==> src/design/skt_pkg.sv <==
package skt_pkg;

  // Field widths
  localparam int unsigned SampleW  = 16;
  localparam int unsigned EstW     = 24;  // signed Q16.8
  localparam int unsigned ErrW     = 32;  // unsigned Q24.8
  localparam int unsigned MeasW    = 24;
  localparam int unsigned NoiseW   = 16;
  localparam int unsigned GainW    = 16;  // unsigned Q0.16
  localparam int unsigned NumLanes = 3;

  // Config port
  localparam int unsigned CfgIdxW  = 8;
  localparam int unsigned CfgDataW = 24;
  localparam logic [CfgIdxW-1:0] CfgMeasErr   = CfgIdxW'(0);
  localparam logic [CfgIdxW-1:0] CfgProcNoise = CfgIdxW'(1);

  // Reset values
  localparam logic [MeasW-1:0]  MeasErrRst   = MeasW'(9800);
  localparam logic [NoiseW-1:0] ProcNoiseRst = NoiseW'(10);
  localparam logic [ErrW-1:0]   ErrRst       = ErrW'(9800 * 256);

  typedef struct packed {
    logic signed [SampleW-1:0] sample_x;
    logic signed [SampleW-1:0] sample_y;
    logic signed [SampleW-1:0] sample_z;
  } skt_in_t;

  typedef struct packed {
    logic signed [EstW-1:0] filtered_x;
    logic signed [EstW-1:0] filtered_y;
    logic signed [EstW-1:0] filtered_z;
  } skt_out_t;

  // Lane status seen by the top level and the merge stage
  typedef struct packed {
    logic busy;
    logic done;
  } skt_lane_stat_t;

endpackage

==> src/design/skt_lane.sv <==
module skt_lane (
  input  logic                         clk_i,
  input  logic                         rst_ni,
  input  logic                         start_i,
  input  logic [skt_pkg::SampleW-1:0]  sample_i,
  input  logic [skt_pkg::MeasW-1:0]    meas_err_i,
  input  logic [skt_pkg::NoiseW-1:0]   noise_fac_i,
  output skt_pkg::skt_lane_stat_t      stat_o,
  output logic [skt_pkg::EstW-1:0]     est_o
);
  import skt_pkg::*;

  localparam int unsigned DivSteps = GainW + 1;
  localparam int unsigned CntW     = $clog2(DivSteps);
  localparam int unsigned DenW     = ErrW + 1;
  localparam int unsigned RemW     = ErrW + 2;
  localparam int unsigned MagW     = EstW + 1;
  localparam int unsigned P1W      = EstW + GainW;
  localparam int unsigned P2W      = ErrW + GainW;
  localparam int unsigned P3W      = EstW + NoiseW;
  localparam int unsigned SumW     = P3W + 1;

  typedef enum logic [4:0] {
    LIdle = 5'b00001,
    LDiv  = 5'b00010,
    LMul  = 5'b00100,
    LUpd  = 5'b01000,
    LErr  = 5'b10000
  } skt_lane_state_e;

  skt_lane_state_e state_q, state_d;

  logic [EstW-1:0] est_q, est_d;
  logic [ErrW-1:0] err_q, err_d;
  logic [CntW-1:0] cnt_q, cnt_d;
  logic [DenW-1:0] den_q, den_d;
  logic [RemW-1:0] rem_q, rem_d;
  logic [GainW:0]  quo_q, quo_d;
  logic [MagW-1:0] mag_q, mag_d;
  logic            neg_q, neg_d;
  logic [P1W-1:0]  p1_q, p1_d;
  logic [P2W-1:0]  p2_q, p2_d;
  logic [P3W-1:0]  p3_q, p3_d;

  logic [MagW-1:0] innov;
  logic [RemW-1:0] den_ext, rem_sub;
  logic            ge;
  logic [GainW-1:0] gain;
  logic [EstW-1:0] dmag;
  logic [SumW-1:0] err_sum;

  // Innovation (sample minus estimate); sign and magnitude are taken at start while the estimate is settled
  assign innov = {sample_i[SampleW-1], sample_i, 8'b0} - {est_q[EstW-1], est_q};

  // One restoring divide step: compare, subtract, shift
  assign den_ext = {1'b0, den_q};
  assign ge      = (rem_q >= den_ext);
  assign rem_sub = ge ? (rem_q - den_ext) : rem_q;

  // Gain from the quotient: zero divisor gives 0, exact one clips to max
  always_comb begin
    if (den_q == '0) begin
      gain = '0;
    end else if (quo_q[GainW]) begin
      gain = '1;
    end else begin
      gain = quo_q[GainW-1:0];
    end
  end

  assign dmag    = p1_q[P1W-1:GainW];
  assign err_sum = SumW'(p2_q[P2W-1:GainW]) + SumW'(p3_q);

  always_comb begin
    state_d = state_q;
    est_d   = est_q;
    err_d   = err_q;
    cnt_d   = cnt_q;
    den_d   = den_q;
    rem_d   = rem_q;
    quo_d   = quo_q;
    mag_d   = mag_q;
    neg_d   = neg_q;
    p1_d    = p1_q;
    p2_d    = p2_q;
    p3_d    = p3_q;
    case (state_q)
      LIdle: begin
        if (start_i) begin
          den_d   = DenW'(err_q) + DenW'({meas_err_i, 8'b0});
          rem_d   = RemW'(err_q);
          cnt_d   = '0;
          neg_d   = innov[MagW-1];
          mag_d   = innov[MagW-1] ? (~innov + MagW'(1)) : innov;
          state_d = LDiv;
        end
      end
      LDiv: begin
        quo_d = {quo_q[GainW-1:0], ge};
        rem_d = {rem_sub[RemW-2:0], 1'b0};
        cnt_d = cnt_q + CntW'(1);
        if (cnt_q == CntW'(DivSteps - 1)) begin
          state_d = LMul;
        end
      end
      LMul: begin
        p1_d    = P1W'(mag_q) * P1W'(gain);
        p2_d    = P2W'(({1'b0, {GainW{1'b0}}} | (GainW+1)'(1 << GainW)) - (GainW+1)'(gain))
                  * P2W'(err_q);
        state_d = LUpd;
      end
      LUpd: begin
        est_d   = neg_q ? (est_q - dmag) : (est_q + dmag);
        p3_d    = P3W'(dmag) * P3W'(noise_fac_i);
        state_d = LErr;
      end
      LErr: begin
        err_d   = (|err_sum[SumW-1:ErrW]) ? '1 : err_sum[ErrW-1:0];
        state_d = LIdle;
      end
      default: begin
        state_d = LIdle;
      end
    endcase
  end

  // Control and filter state
  always_ff @(posedge clk_i or negedge rst_ni) begin
    if (!rst_ni) begin
      state_q <= LIdle;
      est_q   <= '0;
      err_q   <= ErrRst;
    end else begin
      state_q <= state_d;
      est_q   <= est_d;
      err_q   <= err_d;
    end
  end

  // Datapath registers
  always_ff @(posedge clk_i) begin
    cnt_q <= cnt_d;
    den_q <= den_d;
    rem_q <= rem_d;
    quo_q <= quo_d;
    mag_q <= mag_d;
    neg_q <= neg_d;
    p1_q  <= p1_d;
    p2_q  <= p2_d;
    p3_q  <= p3_d;
  end

  assign stat_o.busy = (state_q != LIdle);
  assign stat_o.done = (state_q == LErr);
  assign est_o       = est_q;

endmodule

==> config.mk <==
export PLATFORM = sky130hd
export DESIGN_NAME = skt_lane
export DESIGN_NICKNAME = d
export VERILOG_FILES = /design/src/design/skt_pkg.sv /design/src/design/skt_lane.sv
export SDC_FILE = /design/constraint.sdc
export NUM_CORES = 2
export LEC_CHECK = 0
export ABC_AREA = 1
export BUFFER_PORTS_ARGS = -buffer_cell sky130_fd_sc_hd__buf_2
export CORE_UTILIZATION = 60
export DETAILED_ROUTE_END_ITERATION = 7
export MAX_ROUTING_LAYER = met4
export PLACE_DENSITY = 0.74
export SYNTH_ARGS = -nofsm -noshare
export SYNTH_HDL_FRONTEND = slang
export SYNTH_SLANG_ARGS = --single-unit
==> constraint.sdc <==
create_clock -name clk_i -period 8.29 [get_ports clk_i]
set_input_delay 0.829 -clock clk_i [delete_from_list [all_inputs] [get_ports clk_i]]
set_output_delay 0.829 -clock clk_i [all_outputs]
set_load 0.05 [all_outputs]
==> impl_metrics.yaml <==
outcome:
  outcome: "finished, final reports clean"
global_route:
  antenna_found_initial: 4
  grt_pass1_wl_um: 295000
  busiest_layer: "met2"
  grt_use_met3_pct: 6.53
  grt_use_met1_pct: 47.4
  grt_usage_pct: 38.3
  grt_max_degree: 68
  grt_remaining_overflow: 0
  grt_use_met2_pct: 62.0
  grt_pass1_vias: 53964
floorplanning:
  rows: 116
  core_sq_um: 101000
  fp.dieW_um: 322
  ios: 85
  initial_core_util_pct: 60.9
  die_h_um: 322
  die_area_sq_um: 103000
worst_setup_path:
  end_kind: "flop"
  worstPathRequired_ps: 8620
  cpPeakStageDelay_ps: 570
  crit_top_cell: "fa_1"
  worstSetupPathType: "flop to flop"
  rr_endpoint: "p2_q[47]"
  worstPathMaxFanout: 12
  cp.arrival_ps: 8250
  worst-r2r-setup-slack_ps: 380
  start_kind: "flop"
  worstRegToRegCells: 32
  timing.rr.start: "den_q[18]"
  slowest_stage: "fa_1"
sta:
  setup_viol: 0
  period_share_pct: 95.5
  worstMarginPinSlew_ps: 1210
  rsz0062_at_grt: "true"
  relSlewSlack_pct: 19.1
  slew_viol_final: 0
  hold_viol: 0
  clock.fmax_mhz: 126
  period_needed_ps: 7910
  finalClockSkew_ps: 58.5
route:
  via_per_inst: 5.69
  drc: 0
  antenna_left: 0
  wire_per_inst_um: 20.4
  drt_iter0_markers: 4345
  vias: 51946
  routed_wl_um: 186000
  drt_pre_antenna_iters: 8
cells_and_area:
  layout-drive-gt1-share_pct: 4.35
  fin_nets: 9372
  area.growth.synth_to_final_pct: 5.39
  fin_area_sq_um: 64600
  num-fill-cells: 9003
clock_tree:
  clockBufferDepth: 3
  numCtsBuffers: 35
  cts_tree: "done"
  cts_hold_buf: 0
  cts_root_buf: "clkbuf_16"
  cts_sinks: 272
  clk_latency_ps: 610
  cts_max_level: 2
  path_clk_slew_ps: 90
place:
  place_area_sq_um: 63300
  gp_congestion: 1.02
  hpwl_um: 149000
  io_buffers: 84
yosys:
  yosysWarningCount: 0
  synth_cells: 7790
  yosys-top-cells-area: "fa_1 (35%), inv_1 (11%), edfxtp_1 (10%)"
  yosysTopAreaCell: "fa_1"
  synthFlopType: "edfxtp_1"
  ys_async_sr_fraction_pct: 22.4
  synth_seq_cells: 272
  syn_nets: 9415
  synth-edff-count: 211
  synth.most_common_cell: "inv_1"
  ys_types: 63
  ys_seq_area_share_pct: 12.8
  synth_area_sq_um: 61300
  netlist_top_cells_count: "inv_1 (1792), nand2_1 (1665), fa_1 (1075)"
  synth_top_area_share_pct: 35.1
  postSynthAreaPerCell_sq_um: 7.87
job:
  timing.max_cap.violations: 0
worst_hold_path:
  hp-class: "input pin to async pin"
==> stage by stage <==
stage,cells,setup TNS [ps],util [%],worst slack (ps),hold WS [ps]
2_1_floorplan,7790,0,-,932,417
3_3_place_gp,9065,0,62.8,143,444
3_5_place_dp,9065,0,62.8,203,441
4_1_cts,9129,0,64.0,145,24.3
5_1_grt,9135,-599,64.2,-94.9,43.9
6_report,9135,0,64.2,375,51.3
==> layer usage <==
metal | up-vias | routed length (um)
met1 | 25475 | 72700
li1 | 23435 | -
met2 | 2482 | 87500
met3 | 554 | 16800
met4 | 0 | 9230
met5 | - | 0
==> final cells by class <==
cell class	count	area [sq um]	area share (%)
multi-input combinational	5420	45600	70.6
sequential	272	7870	12.2
timing repair buffer	188	1290	2.00
tap	1357	1700	2.63
antenna	4	10.0	0.0155
inverter	1830	6890	10.7
clock buffer	38	918	1.42
clock inverter	26	338	0.523
==> worst max-delay path by stage <==
stage / startpoint / to / slack [ps] / depth (start not counted)
2_1_floorplan: den_q[1] / p2_q[45] / 930 / 37
3_3_place_gp: den_q[23] / p2_q[47] / 140 / 32
3_5_place_dp: den_q[30] / p2_q[47] / 200 / 32
4_1_cts: den_q[29] / p2_q[47] / 150 / 32
5_1_grt: den_q[18] / p2_q[47] / -90 / 35
6_report: den_q[18] / p2_q[47] / 380 / 32
==> sequential cells by signal, indices dropped and copies added, names as in the netlist <==
name / count
state_q: 5
quo_q: 17
mag_q: 25
p1_q: 24
neg_q: 1
est_o: 24
rem_q: 34
cnt_q: 5
p3_q: 40
p2_q: 32
err_q: 32
den_q: 33
==> cells by family after synthesis <==
group                    after synthesis  synth area share [%]
AND/OR/NAND/NOR                     2858                  18.8
buffers and inverters               2098                  13.0
adder cells (fa/ha/maj)             1566                  45.1
AO/OA/AOI/OAI                        765                  6.99
flip-flops                           272                  12.8
XOR/XNOR                             231                  3.30
==> worst max-delay path: cells and delay by family (launching register included) <==
kind / cells / cell delay, ps
compound gates: 6 / 1100
simple gates: 11 / 1270
flops: 1 / 390
buf+inv: 7 / 1210
xor+xnor: 1 / 110
fa+ha+maj: 7 / 3550
==> layout by cell type (no fill, tap or decap), drive strengths merged, types with 3 or more instances in the layout <==
cell | netlist | final
inv | 1811 | 1811
nand2 | 1671 | 1671
fa | 1075 | 1075
nor2 | 769 | 769
ha | 491 | 491
a21oi | 320 | 320
o21ai | 277 | 277
nand3 | 225 | 225
edfxtp | 211 | 211
buf | 62 | 188
xor2 | 157 | 157
nand4 | 91 | 91
xnor2 | 74 | 74
dfrtp | 55 | 55
nor3 | 49 | 49
clkbuf | 206 | 38
clkinv | 19 | 30
o21bai | 29 | 29
a31oi | 24 | 24
a21o | 23 | 23
o21a | 22 | 22
o211ai | 21 | 21
nor4 | 21 | 21
or2 | 12 | 12
a21boi | 11 | 11
clkinvlp | 0 | 8
a211oi | 8 | 8
and3 | 7 | 7
bufinv | 0 | 7
o221ai | 6 | 6
o22ai | 6 | 6
dfstp | 6 | 6
o31ai | 5 | 5
diode | 0 | 4
nand3b | 4 | 4
a221oi | 4 | 4
and2 | 3 | 3
==> timing repair <==
| action | CTS | global route |
|---|---|---|
| setup endpoints to repair | 0 | 22 |
| resized for setup | 0 | 26 |
| buffers inserted | 0 | 2 |
Power is not shown: default switching activity piles up to over one toggle a cycle in this logic, so the estimate is an artifact.
