===== src/design/skt_pkg.sv =====
package skt_pkg;

  // Field widths
  localparam int unsigned SampleW  = 16;
  localparam int unsigned EstW     = 24;  // signed Q16.8
  localparam int unsigned ErrW     = 32;  // unsigned Q24.8
  localparam int unsigned MeasW    = 24;
  localparam int unsigned NoiseW   = 16;
  localparam int unsigned GainW    = 16;  // unsigned Q0.16
  localparam int unsigned NumLanes = 3;

  // Config port
  localparam int unsigned CfgIdxW  = 8;
  localparam int unsigned CfgDataW = 24;
  localparam logic [CfgIdxW-1:0] CfgMeasErr   = CfgIdxW'(0);
  localparam logic [CfgIdxW-1:0] CfgProcNoise = CfgIdxW'(1);

  // Reset values
  localparam logic [MeasW-1:0]  MeasErrRst   = MeasW'(9800);
  localparam logic [NoiseW-1:0] ProcNoiseRst = NoiseW'(10);
  localparam logic [ErrW-1:0]   ErrRst       = ErrW'(9800 * 256);

  typedef struct packed {
    logic signed [SampleW-1:0] sample_x;
    logic signed [SampleW-1:0] sample_y;
    logic signed [SampleW-1:0] sample_z;
  } skt_in_t;

  typedef struct packed {
    logic signed [EstW-1:0] filtered_x;
    logic signed [EstW-1:0] filtered_y;
    logic signed [EstW-1:0] filtered_z;
  } skt_out_t;

  // Lane status seen by the top level and the merge stage
  typedef struct packed {
    logic busy;
    logic done;
  } skt_lane_stat_t;

endpackage


===== src/design/skt_merge.sv =====
module skt_merge (
  input  logic                      clk_i,
  input  logic                      rst_ni,
  input  skt_pkg::skt_lane_stat_t   stat_i [skt_pkg::NumLanes],
  input  logic [skt_pkg::EstW-1:0]  est_i  [skt_pkg::NumLanes],
  input  logic                      out_ready_i,
  output logic                      out_valid_o,
  output skt_pkg::skt_out_t         out_data_o,
  output logic                      pend_o
);
  import skt_pkg::*;

  logic     all_done, avail, load;
  logic     valid_q, valid_d;
  logic     pend_q, pend_d;
  skt_out_t data_q;

  // Lanes run in lockstep; gather once all of them finish
  always_comb begin
    all_done = 1'b1;
    for (int i = 0; i < NumLanes; i++) begin
      all_done = all_done & stat_i[i].done;
    end
  end

  // Hold the lanes' result while the output beat is still waiting
  assign avail   = all_done | pend_q;
  assign load    = avail & (~valid_q | out_ready_i);
  assign pend_d  = avail & ~load;
  assign valid_d = load | (valid_q & ~out_ready_i);

  always_ff @(posedge clk_i or negedge rst_ni) begin
    if (!rst_ni) begin
      valid_q <= 1'b0;
      pend_q  <= 1'b0;
    end else begin
      valid_q <= valid_d;
      pend_q  <= pend_d;
    end
  end

  always_ff @(posedge clk_i) begin
    if (load) begin
      data_q.filtered_x <= est_i[0];
      data_q.filtered_y <= est_i[1];
      data_q.filtered_z <= est_i[2];
    end
  end

  assign out_valid_o = valid_q;
  assign out_data_o  = data_q;
  assign pend_o      = pend_q;

endmodule


===== config.mk =====
export PLATFORM = sky130hd
export DESIGN_NAME = skt_merge
export DESIGN_NICKNAME = d
export VERILOG_FILES = /design/src/design/skt_pkg.sv /design/src/design/skt_merge.sv
export SDC_FILE = /design/constraint.sdc
export NUM_CORES = 1
export LEC_CHECK = 0
export ABC_AREA = 1
export BUFFER_PORTS_ARGS = -buffer_cell sky130_fd_sc_hd__buf_2
export CAP_MARGIN = 5
export CORE_UTILIZATION = 43
export DETAILED_ROUTE_END_ITERATION = 12
export PLACE_DENSITY = 0.83
export SLEW_MARGIN = 20
export SYNTH_ARGS = -nofsm -noshare
export SYNTH_HDL_FRONTEND = slang
export SYNTH_SLANG_ARGS = --single-unit

===== constraint.sdc =====
create_clock -name clk_i -period 4.6 [get_ports clk_i]
set_input_delay 1.38 -clock clk_i [delete_from_list [all_inputs] [get_ports clk_i]]
set_output_delay 1.38 -clock clk_i [all_outputs]
set_load 0.005 [all_outputs]

==> results.txt, run 1 <==
Placement Rows -> 26
H-tree Lvls -> 3
Slowest cell on crit path -> edfxtp_1
DR vias/cell -> 4.39
Final setup violation count -> 0
CP Cell Sequence -> buf_2
MaxCap Viol Count -> 0
DP HPWL -> 3460 um
Die height -> 74.5 um
Ant. Diodes -> 0
Sequential element share of the synthesized area -> 97.8%
Status -> finished clean
Slew HR -> 68.2%
CP Max Fanout -> 1
R2r setup slk -> 3.12 ns
Die X -> 74.5 um
Syn nets -> 163
Layout Skew -> 0.00526 ns
Drt pass-1 iters -> 4
Cts-stage hold buffer count -> 0
Fin area -> 3370 sq um
Routed length per instance -> 14.8 um
Starting DRT DRC Count -> 29
Final period util -> 48.7%
Post-DRT Antenna Nets -> 0
Final WL -> 4740 um
Critical path class -> flip-flop to output pin
Final Wtd Congestion -> 0.736
P_leak -> 1.43 nW
Min-Delay Endpoint -> pend_o
Clock transition at the registers of the reported paths -> 0.07 ns
Share of cells above drive strength 1 -> 68.9%
Antenna violations before repair -> 0
Pwr Density -> 427 nW/um^2
Slew Viols, Final -> 0
GRT Overall Usage -> 17.3%
Tmin final -> 2.24 ns
CP peak stage delay -> 0.39 ns
Final Hold Fails -> 0
Core area -> 5070 sq um
CTS tree -> done
Reg2Reg Depth -> 4
Synth area leader -> edfxtp_1
Fmax -> 446 MHz
Post-synth top area share -> 95.6%
Critical Path Start -> out_data_o[35]
VDD IR max -> 0.292 mV
Worst-Margin Slew -> 0.477 ns
CP endpoint kind -> output pin
Hold path depth -> 2
I/O Buffers -> 151
Hold/Removal Path Class -> flip-flop to flip-flop
Vias in the first global route -> 1427
Post-CTS sizing -> 0
# fillers -> 371
CP required -> 3.22 ns
Worst Setup Start Kind -> flip-flop
Die ar. -> 5550 sq um
CP Buf/Inv Count -> 1
RSZ-0062 raised after global routing -> no
Area of the multi-input gates -> 46.3 sq um
Worst path arrival time -> 0.86 ns
RR Endpoint -> out_data_o[53]
Placed inst area -> 3130 sq um
Ys Warns -> 0
Worst hold start -> out_valid_o
Storage cell area -> 2210 sq um
Final nets -> 327
Residual DRC -> 0
Setup TNS -> 0 ns
Congestion Overflow GR -> 0
Total power -> 1.44 mW
Synthesized area -> 2260 sq um
Synthesized flop and latch total -> 74
Syn avg cell area -> 27.6 sq um
Worst-Skew Late Latency -> 0.33 ns
Num ports -> 155
Initial cell density of the core -> 44.6%
Worst path top cell family by delay -> flip-flops
Top cells by area, synth -> edfxtp_1 (96%), dfrtp_1 (2.2%), a21oi_2 (0.77%)
Reg-to-reg startpoint -> out_valid_o
Num CTS Buffers -> 9
Final core occ -> 66.4%
Pin count of the biggest net entering global routing -> 41
Netlist cell types -> 7
Clk root buf -> clkbuf_8
Postcts setup bufs -> 0
Cell count after synthesis -> 82
CTS sink count -> 74
Number of vias in the routed layout -> 1410
Hold WS -> 0.552 ns
Bufs on Longest Clock Path -> 2
Area grow syn2layout -> 48.9%
First-pass GRT wire length -> 6510 um
[final cells by class]
| type | count | share of cell area, % |
|---|---|---|
| Clock inverter | 7 | 3.49 |
| Multi-Input combinational cell | 5 | 1.37 |
| Clock buffer | 9 | 3.68 |
| Inverter | 3 | 0.334 |
| Tap cell | 70 | 2.60 |
| Timing Repair Buffer | 153 | 22.9 |
| Sequential cell | 74 | 65.7 |
[per-layer routing]
layer | GRT usage, % | vias up | share of wire (%)
li1 | - | 652 | -
met5 | 0 | - | 0
met4 | 9.43 | 0 | 1.6
met2 | 29.6 | 89 | 54
met3 | 10.7 | 8 | 10
met1 | 15.6 | 661 | 34
[where the power goes]
group	switching [mW]	internal, mW
Sequential	0.00576	0.770
Clock	0.228	0.359
Combinational	0.0362	0.0394
Total	0.270	1.17
[per-stage QoR]
stage	std cells	setup WS (ns)
finish	321	2.36
global route	321	2.28
CTS	321	2.33
detailed placement	305	2.03
global placement	305	2.06
floorplan	82	0.566
[cell usage in the layout, fill, tap and decap left out, drive strengths merged]
| cell type | n |
|---|---|
| bufinv | 3 |
| nand3 | 2 |
| clkbuf | 9 |
| clkinv | 1 |
| dfrtp | 2 |
| a21oi | 2 |
| buf | 153 |
| inv | 3 |
| nand2 | 1 |
| clkinvlp | 3 |
| edfxtp | 72 |
[flip-flops by register name, indices dropped and copies added, names as in the netlist]
name         cells
out_valid_o      1
out_data_o      72
pend_o           1
[worst max-delay path by stage]
stage	end	slack (ns)	cells past startpoint
global placement	out_data_o[1]	2.06	6
CTS	out_data_o[35]	2.33	1
finish	out_data_o[35]	2.36	1
global route	out_data_o[36]	2.28	1
detailed placement	out_data_o[42]	2.03	6
floorplan	out_data_o[0]	0.57	2
[cells in the mapped netlist (all sizes together)]
cell,number
edfxtp,72
inv,3
a21oi,2
dfrtp,2
nand3,2
nand2,1
[worst min-delay path: cells and delay by family, from the launching register on]
kind / cells / cell delay [ns]
AO/OA/AOI/OAI: 1 / 0.04
flip-flops: 1 / 0.38
AND/OR/NAND/NOR: 1 / 0.10
[logic make-up (layout without fill, tap and decap cells)]
logic type | Yosys count | in the layout | share of synthesized area, %
compound gates | 2 | 2 | 0.774
buf+inv | 3 | 172 | 0.498
simple gates | 3 | 3 | 0.940
flops | 74 | 74 | 97.8
(Power assumes the default switching activity.)
==> run 2: changes to the inputs <==
--- a/config.mk
+++ b/config.mk
@@ -5,12 +5,12 @@
 export SDC_FILE = /design/constraint.sdc
 export NUM_CORES = 1
 export LEC_CHECK = 0
-export ABC_AREA = 1
+export ABC_AREA = 0
 export BUFFER_PORTS_ARGS = -buffer_cell sky130_fd_sc_hd__buf_2
 export CAP_MARGIN = 5
-export CORE_UTILIZATION = 43
+export CORE_UTILIZATION = 40
 export DETAILED_ROUTE_END_ITERATION = 12
-export PLACE_DENSITY = 0.83
+export PLACE_DENSITY = 0.78
 export SLEW_MARGIN = 20
 export SYNTH_ARGS = -nofsm -noshare
 export SYNTH_HDL_FRONTEND = slang
==> constraint.sdc (replaced) <==
create_clock -name clk_i -period 2.15 [get_ports clk_i]
set_input_delay 0.645 -clock clk_i [delete_from_list [all_inputs] [get_ports clk_i]]
set_output_delay 0.645 -clock clk_i [all_outputs]
set_load 0.005 [all_outputs]
==> run 2 against run 1 <==
  * Worst hold slack worse by 0.46 ns
  * Area after synthesis decreased by 0.44%
  * Non-clock buffer count stayed put
  * Clock power grew 110%
  * Sequential share of layout area fell by 0.34 points
  * Flip-flop and latch count unchanged
  * Via count shrank 1.6%
  * Count of clock-buffer cells in the layout rose by 1
  * Critical endpoint is now pend_o
  * Largest cell class unchanged
  * Highest routed layer unchanged
==> results.txt, run 2 <==
Slowest cell on crit path -> dfrtp_1 (was edfxtp_1)
Slew HR -> 76.4% (was 68.2%)
Int Pwr -> 2.51 mW (was 1.17 mW)
Placement Rows -> 26 (unchanged)
Async set or reset register ratio after synthesis -> 2.70% (unchanged)
RSZ-0062 raised after global routing -> no (unchanged)
CP endpoint kind -> output pin (unchanged)
Synth area leader -> edfxtp_1 (unchanged)
Final worst slack -> 0.605 ns (was 2.36 ns)
Sequential element share of the synthesized area -> 98.2% (was 97.8%)
Placed insts -> 302 (was 305)
Synthesized flop and latch total -> 74 (unchanged)
Count leader, synth -> edfxtp_1 (unchanged)
CP Max Fanout -> 3 (was 1)
CP Buf/Inv Count -> 1 (unchanged)
Status -> finished clean (unchanged)
Sw Share -> 18.5% (was 18.8%)
Total power -> 3.08 mW (was 1.44 mW)
Final nets -> 324 (was 327)
Syn avg cell area -> 28.5 sq um (was 27.6 sq um)
Ant. Diodes -> 0 (unchanged)
Residual DRC -> 0 (unchanged)
Core area -> 5270 sq um (was 5070 sq um)
Pwr Density -> 909 nW/um^2 (was 427 nW/um^2)
Number of flops mapped to enable cells by yosys -> 72 (unchanged)
CTS tree -> done (unchanged)
Flop pwr share -> 53.8% (was 53.9%)
Area of the multi-input gates -> 62.6 sq um (was 46.3 sq um)
CTS sink count -> 74 (unchanged)
CP required -> 1.50 ns (was 3.22 ns)
Clock power frac -> 40.9% (was 40.8%)
Number of vias in the routed layout -> 1388 (was 1410)
Most common cell after layout, fill and taps aside -> buf_2 (unchanged)
Clock transition at the registers of the reported paths -> 0.07 ns (about the same)
Storage cell area -> 2210 sq um (unchanged)
Top FF cell, synth -> edfxtp_1 (unchanged)
Num CTS Buffers -> 9 (unchanged)
Critical path class -> flip-flop to output pin (unchanged)
Final period util -> 71.9%
Share of cells above drive strength 1 -> 69.0% (was 68.9%)
Starting DRT DRC Count -> 82 (was 29)
Congestion Overflow GR -> 0 (unchanged)
Hold WS -> 0.0875 ns (was 0.552 ns)
Drt pass-1 iters -> 4 (unchanged)
CP Cell Sequence -> buf_2 (unchanged)
Layout Skew -> 0.00396 ns (was 0.00526 ns)
Top cells by count, synth -> edfxtp_1 (72), dfrtp_1 (2) (was edfxtp_1 (72), inv_1 (3), a21oi_2 (2), dfrtp_1 (2))
Worst-Margin Slew -> 0.354 ns (was 0.477 ns)
Cts-stage hold buffer count -> 0 (unchanged)
Final setup violation count -> 0 (unchanged)
Pre-CTS setup slack -> 0.457 ns (was 2.03 ns)
DR vias/cell -> 4.36 (was 4.39)
Synthesized area -> 2250 sq um (was 2260 sq um)
Final Hold Fails -> 0 (unchanged)
GRT Overall Usage -> 16.1% (was 17.3%)
Tmin final -> 1.54 ns
Post-synth top area share -> 96.0% (was 95.6%)
VDD IR max -> 0.512 mV (was 0.292 mV)
Commonest cells after routing, fill and taps aside -> buf_2 (151), edfxtp_1 (72), clkbuf_8 (9) (unchanged)
Pin count of the biggest net entering global routing -> 45 (was 41)
Comb pwr share -> 5.3% (about the same)
Cell count after synthesis -> 79 (was 82)
I/O Buffers -> 151 (unchanged)
Clk root buf -> clkbuf_8 (unchanged)
Die ar. -> 5930 sq um (was 5550 sq um)
Bufs on Longest Clock Path -> 2 (unchanged)
# fillers -> 419 (was 371)
Initial cell density of the core -> 42.7% (was 44.6%)
Die height -> 77.0 um (was 74.5 um)
Fin area -> 3390 sq um (was 3370 sq um)
H-tree Lvls -> 3 (unchanged)
Vias in the first global route -> 1308 (was 1427)
Netlist cell types -> 7 (unchanged)
Final Wtd Congestion -> 0.702 (was 0.736)
Worst path arrival time -> 0.90 ns (was 0.86 ns)
Ys Warns -> 0 (unchanged)
Postcts setup bufs -> 0 (unchanged)
Post-CTS sizing -> 0 (unchanged)
Placed inst area -> 3150 sq um (was 3130 sq um)
Top cells by area, synth -> edfxtp_1 (96%), dfrtp_1 (2.2%), nor2b_4 (0.61%) (was edfxtp_1 (96%), dfrtp_1 (2.2%), a21oi_2 (0.77%))
Slew Viols, Final -> 0 (unchanged)
Max FFs per register -> 72 (unchanged)
Final Non-Filler Cells -> 318 (was 321)
Hold/Removal Path Class -> input pin to asynchronous set/reset pin (was flip-flop to flip-flop)
P_leak -> 1.43 nW (about the same)
Syn nets -> 160 (was 163)
Num ports -> 155 (unchanged)
Worst Setup Start Kind -> flip-flop (unchanged)
First-pass GRT wire length -> 6670 um (was 6510 um)
Area grow syn2layout -> 50.4% (was 48.9%)
Antenna violations before repair -> 0 (unchanged)
CP peak stage delay -> 0.43 ns (was 0.39 ns)
Die X -> 77.0 um (was 74.5 um)
Final WL -> 4640 um (was 4740 um)
Fmax -> 647 MHz
P_sw -> 0.571 mW (was 0.270 mW)
Worst path top cell family by delay -> flip-flops (unchanged)
Worst-Skew Late Latency -> 0.33 ns (about the same)
Post-DRT Antenna Nets -> 0 (unchanged)
Routed length per instance -> 14.6 um (was 14.8 um)
MaxCap Viol Count -> 0 (unchanged)
DP HPWL -> 3480 um (was 3460 um)
## run 2: changes by cell type after synthesis, sizes merged
cell,previous run,this run
a311o,0,1
a31oi,0,1
nand2,1,0
nor2,0,1
nor2b,0,2
a21oi,2,0
inv,3,0
nand3,2,0
## run 2: kinds of logic after synthesis
logic type / Yosys count / share of synthesized area [%]
and+or+nand+nor: 3 / 1.06
AOI/OAI and AO/OA: 2 / 0.722
DFF: 74 / 98.2
## run 2: final timing paths
path                             start              to  slack, ns  cells after the start
setup reg to reg           out_valid_o  out_data_o[62]       0.81                      3
hold reg to reg                 pend_o     out_valid_o       0.58                      1
setup / recovery                pend_o          pend_o       0.61                      1
min in group clk_i           est_i[20]  out_data_o[20]       0.48                      1
hold / removal                  rst_ni     out_valid_o       0.09                      1
max in group asynchronous       rst_ni          pend_o       1.97                      1
## run 2: layer usage
layer | wire (um) | vias up | global-route usage (%)
li1 | - | 648 | -
met1 | 1790 | 639 | 18.7
met2 | 2310 | 92 | 25.4
met3 | 441 | 9 | 6.19
met4 | 101 | 0 | 9.25
met5 | 0 | - | 0
## run 2: area by class of cell
cell class              instances  share of cell area, %
multi-input cells               5                   1.85
well taps                      70                   2.59
clock buffers                  10                   3.77
clock inverters                 6                   3.36
repair buffers                153                   23.1
flip-flops and latches         74                   65.3
## run 2: per-stage QoR
step / setup TNS (ns) / util, %
4_1_cts: 0 / 64.3
3_5_place_dp: 0 / 59.7
3_3_place_gp: 0 / 59.7
6_report: 0 / 64.3
2_1_floorplan: -4.96 / -
5_1_grt: 0 / 64.3
## run 2: power by group through the flow
stage               combinational, mW  sequential, mW  clock, mW
floorplan                      0.0270            1.70          0
detailed placement              0.167            1.69          0
global placement                0.161            1.69          0
finish                          0.164            1.66       1.26
CTS                             0.168            1.66       1.29
global route                    0.180            1.66       1.34
==> run 3: changes to the inputs <==
--- a/config.mk
+++ b/config.mk
@@ -5,7 +5,7 @@
 export SDC_FILE = /design/constraint.sdc
 export NUM_CORES = 1
 export LEC_CHECK = 0
-export ABC_AREA = 0
+export ABC_AREA = 1
 export BUFFER_PORTS_ARGS = -buffer_cell sky130_fd_sc_hd__buf_2
 export CAP_MARGIN = 5
 export CORE_UTILIZATION = 40
==> constraint.sdc (replaced) <==
create_clock -name clk_i -period 1.5 [get_ports clk_i]
set_input_delay 0.45 -clock clk_i [delete_from_list [all_inputs] [get_ports clk_i]]
set_output_delay 0.45 -clock clk_i [all_outputs]
set_load 0.005 [all_outputs]
==> run 3 against run 2 <==
  * Critical path depth unchanged
  * Combinational power is 48% higher
  * Die area up 0.43%
  * Largest cell class unchanged
  * Setup slack lost 0.42 ns
  * First-iteration DRC count down 45%
  * Flip-flop and latch count did not move
  * Wire length shrank 11%
  * Worst hold slack improved by 0.21 ns
  * Global-route usage down 1.4 points
  * Count of clock-buffer cells in the layout increased by 3
  * Non-clock buffer count rose by 1
  * Sequential share of layout area is 0.49 points higher
==> results.txt, run 3 (synthesized netlist as in run 1, its figures left out) <==
Critical path class -> flip-flop to output pin (unchanged)
Post-CTS sizing -> 0 (unchanged)
Slowest cell on crit path -> dfrtp_1 (unchanged)
Area of the multi-input gates -> 58.8 sq um (was 62.6 sq um)
Num ports -> 155 (unchanged)
Worst Setup Start Kind -> flip-flop (unchanged)
CTS tree -> done (unchanged)
Pre-CTS setup slack -> 0.0347 ns (was 0.457 ns)
Stages on worst setup path -> 1 (unchanged)
Hold WS -> 0.293 ns (was 0.0875 ns)
Final period util -> 87.7%
First-pass GRT wire length -> 6370 um (was 6670 um)
Final worst slack -> 0.185 ns (was 0.605 ns)
Worst path top cell family by delay -> flip-flops (unchanged)
GRT Overall Usage -> 14.7% (was 16.1%)
P_leak -> 1.43 nW (about the same)
Number of vias in the routed layout -> 1361 (was 1388)
Worst-Margin Slew -> 0.200 ns (was 0.354 ns)
Bufs on Longest Clock Path -> 2 (unchanged)
GRT met1 Usage -> 15.8% (was 18.7%)
CP endpoint kind -> output pin (unchanged)
Starting DRT DRC Count -> 45 (was 82)
CP Cell Sequence -> buf_2 (unchanged)
Top Usage Layer GRT -> met2 (unchanged)
Routed length per instance -> 12.8 um (was 14.6 um)
Slew HR -> 86.6% (was 76.4%)
Clock transition at the registers of the reported paths -> 0.08 ns (was 0.07 ns)
Share of cells above drive strength 1 -> 67.9% (was 69.0%)
Clk root buf -> clkbuf_8 (unchanged)
CP peak stage delay -> 0.41 ns (was 0.43 ns)
Final nets -> 328 (was 324)
Layout Skew -> 0.00921 ns (was 0.00396 ns)
VDD IR max -> 0.651 mV (was 0.512 mV)
Final core occ -> 61.4% (was 64.3%)
Met3 GRT Util -> 3.93% (was 6.19%)
RSZ-0062 raised after global routing -> no (unchanged)
Final WL -> 4140 um (was 4640 um)
Drt pass-1 iters -> 4 (unchanged)
Die height -> 77.2 um (was 77.0 um)
Fin area -> 3360 sq um (was 3390 sq um)
Slew Viols, Final -> 0 (unchanged)
CP Max Fanout -> 2 (was 3)
Final Hold Fails -> 0 (unchanged)
CP Buf/Inv Count -> 1 (unchanged)
Critical Path Start -> out_valid_o (was pend_o)
R2r setup slk -> 0.21 ns (was 0.81 ns)
Met2 Usage GRT -> 25.0% (was 25.4%)
Antenna violations before repair -> 0 (unchanged)
Post-DRT Antenna Nets -> 0 (unchanged)
RR Endpoint -> out_data_o[2] (was out_data_o[62])
CP endpoint -> out_valid_o (was pend_o)
Die X -> 77.2 um (was 77.0 um)
# fillers -> 445 (was 419)
I/O Buffers -> 151 (unchanged)
Worst path arrival time -> 0.87 ns (was 0.90 ns)
Initial cell density of the core -> 41.3% (was 42.7%)
Num CTS Buffers -> 9 (unchanged)
Fmax -> 760 MHz
Hold/Removal Path Class -> input pin to flip-flop (was input pin to asynchronous set/reset pin)
Ant. Diodes -> 0 (unchanged)
Storage cell area -> 2210 sq um (unchanged)
CP required -> 1.05 ns (was 1.50 ns)
H-tree Lvls -> 3 (unchanged)
CTS sink count -> 74 (unchanged)
Placed inst area -> 3170 sq um (was 3150 sq um)
Residual DRC -> 0 (unchanged)
Congestion Overflow GR -> 0 (unchanged)
Pin count of the biggest net entering global routing -> 41 (was 45)
DP HPWL -> 3100 um (was 3480 um)
Status -> finished clean (unchanged)
Core area -> 5470 sq um (was 5270 sq um)
Vias in the first global route -> 1386 (was 1308)
DR vias/cell -> 4.20 (was 4.36)
Most common cell after layout, fill and taps aside -> buf_2 (unchanged)
Final setup violation count -> 0 (unchanged)
Commonest cells after routing, fill and taps aside -> buf_2 (151), edfxtp_1 (72), clkbuf_8 (9) (unchanged)
Pwr Density -> 1200 nW/um^2 (was 909 nW/um^2)
Die ar. -> 5960 sq um (was 5930 sq um)
Max FFs per register -> 72 (unchanged)
Worst-Skew Late Latency -> 0.32 ns (was 0.33 ns)
Tmin final -> 1.32 ns
Final Wtd Congestion -> 0.702 (about the same)
Reg2Reg Depth -> 4 (was 3)
Reg-to-reg startpoint -> out_valid_o (unchanged)
MaxCap Viol Count -> 0 (unchanged)
Area grow syn2layout -> 48.6% (was 50.4%)
Placement Rows -> 27 (was 26)
==> run 3: area by class of cell <==
cell class,count,share of cell area (%)
flip-flops and latches,74,65.8
repair buffers,154,24.0
clock buffers,13,4.13
well taps,72,2.68
multi-input cells,5,1.75
clock inverters,3,1.27
inverters,3,0.409
==> run 3: power by group <==
group | switching, mW | internal (mW)
clock network | 0.631 | 0.769
registers | 0.0172 | 2.36
logic | 0.111 | 0.132
==> run 3: worst min-delay path by stage <==
stage	end	cells after the start	start
after floorplan	out_valid_o	0	rst_ni
after global placement	out_valid_o	1	rst_ni
after detailed placement	pend_o	1	rst_ni
after CTS	out_data_o[29]	1	est_i[29]
after global routing	out_data_o[29]	1	est_i[29]
final	out_data_o[13]	1	est_i[13]
==> run 3: metal layers <==
layer  up-vias  part of all wire, %  routed length (um)
met1       619                   38                1570
met3         4                  7.6                 315
li1        653                    -                   -
met4         0                  1.3                  53
met2        85                   53                2200
met5         -                    0                   0
==> run 3: timing repair <==
item	in CTS	in global routing
endpoints found under the hold margin	2	0
buffers inserted	0	0
hold buffers	1	0
==> run 3: stage by stage <==
step / power, mW / std cells / TNS (ns)
final: 4.02 / 324 / 0
after global routing: 4.19 / 324 / 0
after floorplan: 2.48 / 82 / -49.38
after global placement: 2.66 / 307 / 0
after CTS: 4.08 / 324 / 0
after detailed placement: 2.67 / 307 / 0
